**src/hw/rtl/block_average_tilt_angle_top_macros.svh**
```systemverilog
// Assertion macros shared by the RTL.
`ifndef BLOCK_AVERAGE_TILT_ANGLE_TOP_MACROS_SVH
`define BLOCK_AVERAGE_TILT_ANGLE_TOP_MACROS_SVH

// Same-cycle implication, checked on every rising clock edge out of reset.
`define BAT_ASSERT_NOW(label, ante, cons, msg) \
	label: assert property (@(posedge clk) disable iff (!arst_n) (ante) |-> (cons)) \
		else $error(msg);

// Next-cycle implication, checked on every rising clock edge out of reset.
`define BAT_ASSERT_NEXT(label, ante, cons, msg) \
	label: assert property (@(posedge clk) disable iff (!arst_n) (ante) |=> (cons)) \
		else $error(msg);

`endif

```
**src/hw/rtl/bat_pkg.sv**
```systemverilog
package bat_pkg;

	// Block and CORDIC configuration
	localparam int BLOCK_LEN    = 20;
	localparam int CORDIC_STEPS = 14;

	// Field and datapath widths
	localparam int SAMPLE_W = 14;
	localparam int SUM_W    = 22;
	localparam int CNT_W    = (BLOCK_LEN > 1) ? $clog2(BLOCK_LEN) : 1;
	localparam int AVG_W    = 15;
	localparam int ANGLE_W  = 15;
	localparam int MAG_W    = SUM_W;
	localparam int XY_W     = 25;
	localparam int ACC_W    = 24;

	// Constant divide by reciprocal multiply
	localparam int DIV_SHIFT = 22;
	localparam int RECIP_W   = DIV_SHIFT + 1;
	localparam int PROD_W    = MAG_W + RECIP_W;
	localparam int REM_W     = MAG_W + 9;
	localparam logic [RECIP_W-1:0] RECIP = RECIP_W'((64'd1 << DIV_SHIFT) / BLOCK_LEN);

	// Arctangent table and angle constants
	localparam int ATAN_N = 20;
	localparam int ITER_W = $clog2(ATAN_N);
	localparam int HALF_PI_Q20 = 1647099;
	localparam int PI_Q12      = 12868;
	localparam int PI_ACC      = PI_Q12 * 256;

	// Block queue
	localparam int QDEPTH = 2;
	localparam int QPTR_W = $clog2(QDEPTH);
	localparam int QCNT_W = $clog2(QDEPTH + 1);

	typedef struct packed {
		logic signed [SUM_W-1:0] sum_y;
		logic signed [SUM_W-1:0] sum_z;
	} blk_sums_t;

	// atan(2^-i) in radians with 20 fraction bits, rounded to nearest
	function automatic logic signed [ACC_W-1:0] atan_q20(input logic [ITER_W-1:0] idx);
		logic signed [ACC_W-1:0] v;
		unique case (idx)
			5'd0:  v = ACC_W'(823550);
			5'd1:  v = ACC_W'(486170);
			5'd2:  v = ACC_W'(256879);
			5'd3:  v = ACC_W'(130396);
			5'd4:  v = ACC_W'(65451);
			5'd5:  v = ACC_W'(32757);
			5'd6:  v = ACC_W'(16383);
			5'd7:  v = ACC_W'(8192);
			5'd8:  v = ACC_W'(4096);
			5'd9:  v = ACC_W'(2048);
			5'd10: v = ACC_W'(1024);
			5'd11: v = ACC_W'(512);
			5'd12: v = ACC_W'(256);
			5'd13: v = ACC_W'(128);
			5'd14: v = ACC_W'(64);
			5'd15: v = ACC_W'(32);
			5'd16: v = ACC_W'(16);
			5'd17: v = ACC_W'(8);
			5'd18: v = ACC_W'(4);
			5'd19: v = ACC_W'(2);
			default: v = '0;
		endcase
		return v;
	endfunction

endpackage

```
**src/hw/rtl/bat_queue.sv**
```systemverilog
module bat_queue
	import bat_pkg::*;
(
	input  logic      clk,
	input  logic      arst_n,
	input  logic      push,
	input  blk_sums_t wdata,
	output logic      full,
	input  logic      pop,
	output blk_sums_t rdata,
	output logic      empty
);

	blk_sums_t          entries_q [QDEPTH];
	logic [QPTR_W-1:0]  wr_q;
	logic [QPTR_W-1:0]  rd_q;
	logic [QCNT_W-1:0]  cnt_q;
	logic               do_push;
	logic               do_pop;

	// Flag occupancy and gate transfers
	always_comb begin
		full    = (cnt_q == QCNT_W'(QDEPTH));
		empty   = (cnt_q == '0);
		do_push = push && !full;
		do_pop  = pop && !empty;
		rdata   = entries_q[rd_q];
	end

	// Hold entries and advance pointers
	always_ff @(posedge clk or negedge arst_n) begin
		if (!arst_n) begin
			wr_q  <= '0;
			rd_q  <= '0;
			cnt_q <= '0;
		end else begin
			if (do_push) begin
				entries_q[wr_q] <= wdata;
				wr_q            <= wr_q + 1'b1;
			end
			if (do_pop) begin
				rd_q <= rd_q + 1'b1;
			end
			if (do_push && !do_pop) begin
				cnt_q <= cnt_q + 1'b1;
			end else if (do_pop && !do_push) begin
				cnt_q <= cnt_q - 1'b1;
			end
		end
	end

endmodule

```
**src/hw/rtl/bat_front.sv**
```systemverilog
module bat_front
	import bat_pkg::*;
(
	input  logic                       clk,
	input  logic                       arst_n,
	input  logic                       push,
	output logic                       full,
	input  logic signed [SAMPLE_W-1:0] sample_y,
	input  logic signed [SAMPLE_W-1:0] sample_z,
	output logic                       blk_push,
	output blk_sums_t                  blk_sums,
	input  logic                       blk_full
);

	logic signed [SUM_W-1:0] sum_y_q;
	logic signed [SUM_W-1:0] sum_z_q;
	logic [CNT_W-1:0]        cnt_q;
	logic signed [SUM_W-1:0] nxt_y;
	logic signed [SUM_W-1:0] nxt_z;
	logic                    last;
	logic                    take;

	// Add the sample and close the block on its last sample
	always_comb begin
		nxt_y    = sum_y_q + SUM_W'(sample_y);
		nxt_z    = sum_z_q + SUM_W'(sample_z);
		last     = (cnt_q == CNT_W'(BLOCK_LEN - 1));
		full     = last && blk_full;
		take     = push && !full;
		blk_push = take && last;
		blk_sums = '{sum_y: nxt_y, sum_z: nxt_z};
	end

	// Hold running sums and sample count
	always_ff @(posedge clk or negedge arst_n) begin
		if (!arst_n) begin
			sum_y_q <= '0;
			sum_z_q <= '0;
			cnt_q   <= '0;
		end else if (take) begin
			if (last) begin
				sum_y_q <= '0;
				sum_z_q <= '0;
				cnt_q   <= '0;
			end else begin
				sum_y_q <= nxt_y;
				sum_z_q <= nxt_z;
				cnt_q   <= cnt_q + 1'b1;
			end
		end
	end

endmodule

```
**src/hw/rtl/bat_back.sv**
```systemverilog
module bat_back
	import bat_pkg::*;
(
	input  logic                      clk,
	input  logic                      arst_n,
	input  logic                      blk_empty,
	input  blk_sums_t                 blk_sums,
	output logic                      blk_pop,
	output logic                      empty,
	input  logic                      pop,
	output logic signed [ANGLE_W-1:0] tilt_angle
);

	typedef enum logic [2:0] {
		ST_IDLE,
		ST_MUL,
		ST_FIX,
		ST_INIT,
		ST_ROT,
		ST_DONE
	} state_t;

	state_t                    state_q;
	logic                      neg_y_q;
	logic                      neg_z_q;
	logic [MAG_W-1:0]          mag_y_q;
	logic [MAG_W-1:0]          mag_z_q;
	logic [PROD_W-1:0]         prod_y_q;
	logic [PROD_W-1:0]         prod_z_q;
	logic signed [AVG_W-1:0]   avg_y_q;
	logic signed [AVG_W-1:0]   avg_z_q;
	logic signed [XY_W-1:0]    x_q;
	logic signed [XY_W-1:0]    y_q;
	logic signed [ACC_W-1:0]   acc_q;
	logic [ITER_W-1:0]         iter_q;
	logic                      out_valid_q;
	logic signed [ANGLE_W-1:0] out_angle_q;

	logic signed [XY_W-1:0]    x0;
	logic signed [XY_W-1:0]    y0;
	logic signed [XY_W-1:0]    xs;
	logic signed [XY_W-1:0]    ys;
	logic signed [ACC_W-1:0]   atan_v;
	logic [ACC_W-1:0]          acc_mag;
	logic [ACC_W-1:0]          rnd;
	logic [ANGLE_W-1:0]        sat;
	logic signed [ANGLE_W-1:0] angle;
	logic                      out_free;
	logic                      load_out;

	// Magnitude of a signed block sum
	function automatic logic [MAG_W-1:0] sum_mag(input logic signed [SUM_W-1:0] s);
		return s[SUM_W-1] ? MAG_W'(-s) : MAG_W'(s);
	endfunction

	// Correct the reciprocal estimate and restore the sign
	function automatic logic signed [AVG_W-1:0] div_fix(input logic [MAG_W-1:0] mag,
			input logic [PROD_W-1:0] prod, input logic neg);
		logic [MAG_W-1:0] q0;
		logic [REM_W-1:0] rem;
		logic [MAG_W-1:0] q;
		q0  = prod[DIV_SHIFT +: MAG_W];
		rem = REM_W'(mag) - REM_W'(q0) * REM_W'(BLOCK_LEN);
		q   = (rem >= REM_W'(BLOCK_LEN)) ? q0 + 1'b1 : q0;
		return neg ? AVG_W'(-q) : AVG_W'(q);
	endfunction

	// Scale averages, rotate one step, and round the angle
	always_comb begin
		x0       = XY_W'(avg_y_q) <<< 8;
		y0       = XY_W'(avg_z_q) <<< 8;
		xs       = x_q >>> iter_q;
		ys       = y_q >>> iter_q;
		atan_v   = atan_q20(iter_q);
		acc_mag  = acc_q[ACC_W-1] ? ACC_W'(-acc_q) : ACC_W'(acc_q);
		rnd      = (acc_mag + ACC_W'(128)) >> 8;
		sat      = (rnd > ACC_W'(PI_Q12)) ? ANGLE_W'(PI_Q12) : rnd[ANGLE_W-1:0];
		angle    = acc_q[ACC_W-1] ? ANGLE_W'(-sat) : ANGLE_W'(sat);
		out_free = !out_valid_q || pop;
		load_out = (state_q == ST_DONE) && out_free;
		blk_pop  = (state_q == ST_IDLE) && !blk_empty;
	end

	assign empty      = !out_valid_q;
	assign tilt_angle = out_angle_q;

	// Sequence divide, CORDIC and result hand-off
	always_ff @(posedge clk or negedge arst_n) begin
		if (!arst_n) begin
			state_q     <= ST_IDLE;
			neg_y_q     <= 1'b0;
			neg_z_q     <= 1'b0;
			mag_y_q     <= '0;
			mag_z_q     <= '0;
			prod_y_q    <= '0;
			prod_z_q    <= '0;
			avg_y_q     <= '0;
			avg_z_q     <= '0;
			x_q         <= '0;
			y_q         <= '0;
			acc_q       <= '0;
			iter_q      <= '0;
			out_valid_q <= 1'b0;
			out_angle_q <= '0;
		end else begin
			// Load a finished angle, or drop the result once popped
			if (load_out) begin
				out_valid_q <= 1'b1;
			end else if (pop && out_valid_q) begin
				out_valid_q <= 1'b0;
			end
			unique case (state_q)
				ST_IDLE: begin
					if (!blk_empty) begin
						neg_y_q <= blk_sums.sum_y[SUM_W-1];
						neg_z_q <= blk_sums.sum_z[SUM_W-1];
						mag_y_q <= sum_mag(blk_sums.sum_y);
						mag_z_q <= sum_mag(blk_sums.sum_z);
						state_q <= ST_MUL;
					end
				end
				ST_MUL: begin
					prod_y_q <= PROD_W'(mag_y_q) * PROD_W'(RECIP);
					prod_z_q <= PROD_W'(mag_z_q) * PROD_W'(RECIP);
					state_q  <= ST_FIX;
				end
				ST_FIX: begin
					avg_y_q <= div_fix(mag_y_q, prod_y_q, neg_y_q);
					avg_z_q <= div_fix(mag_z_q, prod_z_q, neg_z_q);
					state_q <= ST_INIT;
				end
				ST_INIT: begin
					iter_q <= '0;
					if (avg_z_q == '0) begin
						// Vector on the Y axis: angle is zero or pi
						acc_q   <= (avg_y_q < 0) ? ACC_W'(PI_ACC) : '0;
						state_q <= ST_DONE;
					end else begin
						if (avg_y_q < 0) begin
							// Quarter turn into the right half plane
							if (avg_z_q > 0) begin
								x_q   <= y0;
								y_q   <= -x0;
								acc_q <= ACC_W'(HALF_PI_Q20);
							end else begin
								x_q   <= -y0;
								y_q   <= x0;
								acc_q <= -ACC_W'(HALF_PI_Q20);
							end
						end else begin
							x_q   <= x0;
							y_q   <= y0;
							acc_q <= '0;
						end
						state_q <= ST_ROT;
					end
				end
				ST_ROT: begin
					if (y_q < 0) begin
						x_q   <= x_q - ys;
						y_q   <= y_q + xs;
						acc_q <= acc_q - atan_v;
					end else begin
						x_q   <= x_q + ys;
						y_q   <= y_q - xs;
						acc_q <= acc_q + atan_v;
					end
					iter_q <= iter_q + 1'b1;
					if (iter_q == ITER_W'(CORDIC_STEPS - 1)) begin
						state_q <= ST_DONE;
					end
				end
				ST_DONE: begin
					if (load_out) begin
						out_angle_q <= angle;
						state_q     <= ST_IDLE;
					end
				end
				default: state_q <= ST_IDLE;
			endcase
		end
	end

endmodule

```
**src/hw/rtl/block_average_tilt_angle_top.sv**
```systemverilog
// Block-average tilt angle.
// Input channel: drive sample_y and sample_z with push; a sample transfers on
// a rising edge with push high and full low. Every BLOCK_LEN samples the Y and
// Z sums are divided by BLOCK_LEN (toward zero) and atan2(avg_z, avg_y) is
// produced as a signed Q3.12 angle in radians.
// Output channel: tilt_angle is valid while empty is low and transfers on a
// rising edge with pop high and empty low.
// Throughput: one sample per cycle while full is low. full rises only on the
// last sample of a block, when the two-entry block queue is full.
// The back end takes each block through its divider and iterative CORDIC
// rotator, and takes no new block from the queue until its finished angle
// moves into the output register.
// Reset (arst_n low) clears the sums, the sample count, the block queue and the output register.
// When the receiver stalls, a finished angle waits in the output register,
// the next block waits in the back end and the block queue, and sampling
// goes on until the queue is full.
`include "block_average_tilt_angle_top_macros.svh"

module block_average_tilt_angle_top
	import bat_pkg::*;
(
	input  logic                       clk,
	input  logic                       arst_n,
	input  logic                       push,
	output logic                       full,
	input  logic signed [SAMPLE_W-1:0] sample_y,
	input  logic signed [SAMPLE_W-1:0] sample_z,
	output logic                       empty,
	input  logic                       pop,
	output logic signed [ANGLE_W-1:0]  tilt_angle
);

	logic      q_push;
	logic      q_full;
	logic      q_pop;
	logic      q_empty;
	blk_sums_t q_wdata;
	blk_sums_t q_rdata;

	bat_front u_front (
		.clk      (clk),
		.arst_n   (arst_n),
		.push     (push),
		.full     (full),
		.sample_y (sample_y),
		.sample_z (sample_z),
		.blk_push (q_push),
		.blk_sums (q_wdata),
		.blk_full (q_full)
	);

	bat_queue u_queue (
		.clk    (clk),
		.arst_n (arst_n),
		.push   (q_push),
		.wdata  (q_wdata),
		.full   (q_full),
		.pop    (q_pop),
		.rdata  (q_rdata),
		.empty  (q_empty)
	);

	bat_back u_back (
		.clk        (clk),
		.arst_n     (arst_n),
		.blk_empty  (q_empty),
		.blk_sums   (q_rdata),
		.blk_pop    (q_pop),
		.empty      (empty),
		.pop        (pop),
		.tilt_angle (tilt_angle)
	);

	// Checks
	`BAT_ASSERT_NOW(a_no_queue_overflow, q_push, !q_full, "block pushed into a full queue")
	`BAT_ASSERT_NOW(a_full_needs_queue, full, q_full, "input stalled with room in the queue")
	`BAT_ASSERT_NOW(a_angle_range, !empty, (tilt_angle <= PI_Q12) && (tilt_angle >= -PI_Q12), "tilt angle out of range")
	`BAT_ASSERT_NEXT(a_pop_frees_queue, q_pop && q_full, !q_full || q_push, "queue pop lost")

endmodule
```
**config.mk**
```make
export PLATFORM = sky130hd
export DESIGN_NAME = block_average_tilt_angle_top
export DESIGN_NICKNAME = d
export VERILOG_FILES = /design/src/hw/rtl/bat_pkg.sv /design/src/hw/rtl/bat_queue.sv /design/src/hw/rtl/bat_front.sv /design/src/hw/rtl/bat_back.sv /design/src/hw/rtl/block_average_tilt_angle_top.sv
export VERILOG_INCLUDE_DIRS = /design/src /design/src/hw/rtl
export SDC_FILE = /design/constraint.sdc
export NUM_CORES = 2
export LEC_CHECK = 0
export BUFFER_PORTS_ARGS = -buffer_cell sky130_fd_sc_hd__buf_2
export CORE_MARGIN = 1.5
export CORE_UTILIZATION = 55
export CTS_BUF_LIST = sky130_fd_sc_hd__clkbuf_4
export DETAILED_ROUTE_END_ITERATION = 7
export GPL_TIMING_DRIVEN = 0
export PLACE_DENSITY = 0.71
export SLEW_MARGIN = 15
export SYNTH_ARGS = -nofsm -noshare
export SYNTH_HDL_FRONTEND = slang
export SYNTH_SLANG_ARGS = --single-unit
```
**constraint.sdc**
```tcl
create_clock -name clk -period 12.1 [get_ports clk]
set_input_delay 0.605 -clock clk [delete_from_list [all_inputs] [get_ports clk]]
set_output_delay 0.605 -clock clk [all_outputs]
set_load 0.02 [all_outputs]
```
==> run metrics <==
status=completed; Die X=about 290 um; number of detailed-routing iterations run before antenna repair=8; leading cell type by number of instances after synthesis=inv_1; cell type of the slowest stage on the worst timing path=or4_1; number of enable-type register cells in the synthesized netlist=slightly below 90; Mapped Cells=5014; global-route wire length before repair=between 200 and 250 mm; Worst setup SP type=flip-flop; number of warning messages in the yosys log=0; type of destination of the critical path=flip-flop; post-synth cell types=119; Crit path largest cell delay=between 0.5 and 0.6 ns; drt initial violations=2730; launch instance of the worst register-to-register path=u_back.prod_y_q[23]$_DFFE_PN0P_; starting utilization of the core area=0.555; number of input and output port buffers inserted=48; top-level port count=just under 50; peak fanout along the critical path=7; Layout area overhead=6.66%; largest area contributor in the netlist=ha_1; Hold Vio Cnt, Final=0; residual antenna-violating net count after detailed routing=0; root buffer selected by CTS=clkbuf_4; Remaining Overflow, GRT=0; std cell rows=about 100; hold_sp=sample_y[0]; worst path arrival time=8.45 ns; clk buf depth=3; mean post-synth cell area=roughly 9 um2; proportion of register bits with asynchronous set or reset after synthesis=0.749; Layout Skew=approximately 0.09 ns; pin count of the biggest net entering global routing=about 100; via-per-instance ratio=5.97; most instantiated cells after synthesis=612 x inv_1, 565 x ha_1, 396 x nand2_1; CP startpoint=u_back.prod_y_q[23]$_DFFE_PN0P_; register area=between 9000 and 10000 um2; worst-margin pin slew=1.02 ns; met2 Track Usage GR=0.510; Post-Synthesis Cell Area=roughly 45000 um2; final WL=around 120 mm; HPWL after DPL=slightly above 100 mm; DRC viols=0; flop and latch count out of synthesis=approximately 350; unrepaired setup endpoints after global routing=no; H-tree depth=3; met1 Usage GRT=0.396; # nets final=approximately 6000; mean routed wirelength per cell=19.7 um; layer with the highest usage after global routing=met2; Critical Path Most Common Cell=o21ai_0; global-route met3 utilization=0.0425; CTS tree=yes; minimum period implied by the final worst setup slack=roughly 7.6 ns; full die area=a little over 80000 um2; clock-pin slew reported for the worst setup and hold paths after clock tree synthesis=around 0.07 ns; primary flip-flop cell chosen by synthesis mapping=dfrtp_1; number of antenna violations at the first check in global routing=3; Critical Path RT=about 13 ns; height of the chip=~290 um; Max Cap Violations=0; final-layout worst hold slack=slightly below 0.08 ns; global-route usage over all layers=0.306; Crit Path Class=flip-flop to flip-flop; post-synth top area share=0.158; TritonCTS buffer count=between 90 and 100; routability congestion estimate=a little over 1; Fin Setup TNS=0 ns; maximum achievable frequency=~130 MHz; area occupied by multi-input gates=32400 um2; share of cells above drive strength 1=0.0722; number of setup violations in the final report=0; fillcell total=7153; vias in the first global route=37420; Worst slew margin=0.313; min-delay worst type=primary input to flip-flop; share of the clock period used by the worst path=0.628; clock tree sinks=351; syn_nets=between 5000 and 6000; total number of vias=~38000; Final Max Slew Viols=0; top cells by area in the synthesized netlist=ha_1 16%, dfrtp_1 15%, fa_1 13%; area of the core=just over 80000 um2; clock insertion delay at the later pin of the skew report=0.97 ns; sequential-to-total area share from yosys stat=0.206
-- metrics by stage --
step	util	instance area (um2)	cells	setup WS (ns)
final	0.592	47600	6300	4.50
after global routing	0.592	47600	6300	3.76
after CTS	0.592	47600	6293	4.55
after detailed placement	0.577	46400	6126	4.56
after global placement	0.575	46200	6122	3.22
after floorplan	-	44700	5014	5.64
-- path summary, 6_finish.rpt --
path | to | slack (ns) | depth (start not counted)
setup / recovery | u_back.avg_y_q[10]$_DFFE_PN0P_ | 4.50 | 35
hold / removal | u_queue.entries_q[0][22]$_DFFE_PP_ | 0.08 | 2
setup reg to reg | u_back.avg_y_q[10]$_DFFE_PN0P_ | 4.50 | 35
hold reg to reg | u_back.tilt_angle[0]$_DFFE_PN0P_ | 0.47 | 2
max in group asynchronous | u_front.sum_z_q[4]$_DFFE_PN0P_ | 10.42 | 4
min in group asynchronous | u_back.acc_q[5]$_DFFE_PN0P_ | 0.29 | 2
-- critical path: cells and delay by family (launching register included) --
kind                     cells  cell delay, ns
adder cells (fa/ha/maj)      5            1.27
XOR/XNOR                     2            0.46
AO/OA/AOI/OAI               17            3.31
buffers and inverters        3            0.44
AND/OR/NAND/NOR              7            1.32
multiplexers                 1            0.25
flip-flops                   1            0.47
-- sequential cells by signal, indices dropped and copies added (netlist names), 15 cells and up --
name / count
u_back.avg_y_q: 15
u_back.x_q: 25
u_front.sum_y_q: 22
u_back.y_q: 25
u_front.sum_z_q: 22
u_back.prod_y_q: 18
u_queue.entries_q: 88
u_back.avg_z_q: 15
u_back.mag_z_q: 22
u_back.acc_q: 24
u_back.tilt_angle: 15
u_back.prod_z_q: 18
u_back.mag_y_q: 22
-- cell type report --
cell class                 count  area share
multi-input combinational   3863       0.680
sequential                   351       0.194
inverter                     618      0.0487
tap                         1060      0.0278
clock buffer                 127      0.0200
buffer                       182      0.0154
timing repair buffer          54     0.00798
clock inverter                38     0.00607
antenna                        7    0.000368
-- timing repair --
item,CTS,global route
endpoints found under the hold margin,85,0
setup buffers,0,0
hold buffers,2,0
gates resized for setup,0,0
-- placed cells by master (no fill, tap or decap), types with 44 or more instances in the layout --
cell and instances:
inv_1 612, ha_1 565, nand2_1 396, o21ai_0 325, nor2_1 308, fa_1 293, a21oi_1 287, dfrtp_1 263
xnor2_1 207, xor2_1 168, clkbuf_1 138, clkbuf_4 127, nor3_1 114, nand3_1 107, mux2i_1 99, a211oi_1 95
edfxtp_1 88, a21o_1 62, nand2b_1 61, buf_2 59, and3_1 51, mux4_2 50, a22o_1 45, nor2b_1 44
-- cell families (layout without fill, tap and decap cells) --
| family | after synthesis | count (layout) | synth area share |
|---|---|---|---|
| flops | 351 | 351 | 0.206 |
| xor+xnor | 377 | 377 | 0.0743 |
| fa+ha+maj | 859 | 859 | 0.290 |
| mux | 175 | 175 | 0.0540 |
| compound gates | 1176 | 1176 | 0.170 |
| simple gates | 1276 | 1276 | 0.137 |
| buf+inv | 800 | 1019 | 0.0683 |
| other cells | 0 | 7 | 0 |
-- routing by layer --
metal	part of all wire	wire [um]	vias up
li1	-	-	17928
met1	0.43	52900	18112
met3	0.059	7360	348
met4	0.046	5700	2
met2	0.47	58400	1250
met5	0.00010	13	-
Power is not shown: default switching activity piles up to over one toggle a cycle in this logic, so the estimate is an artifact.
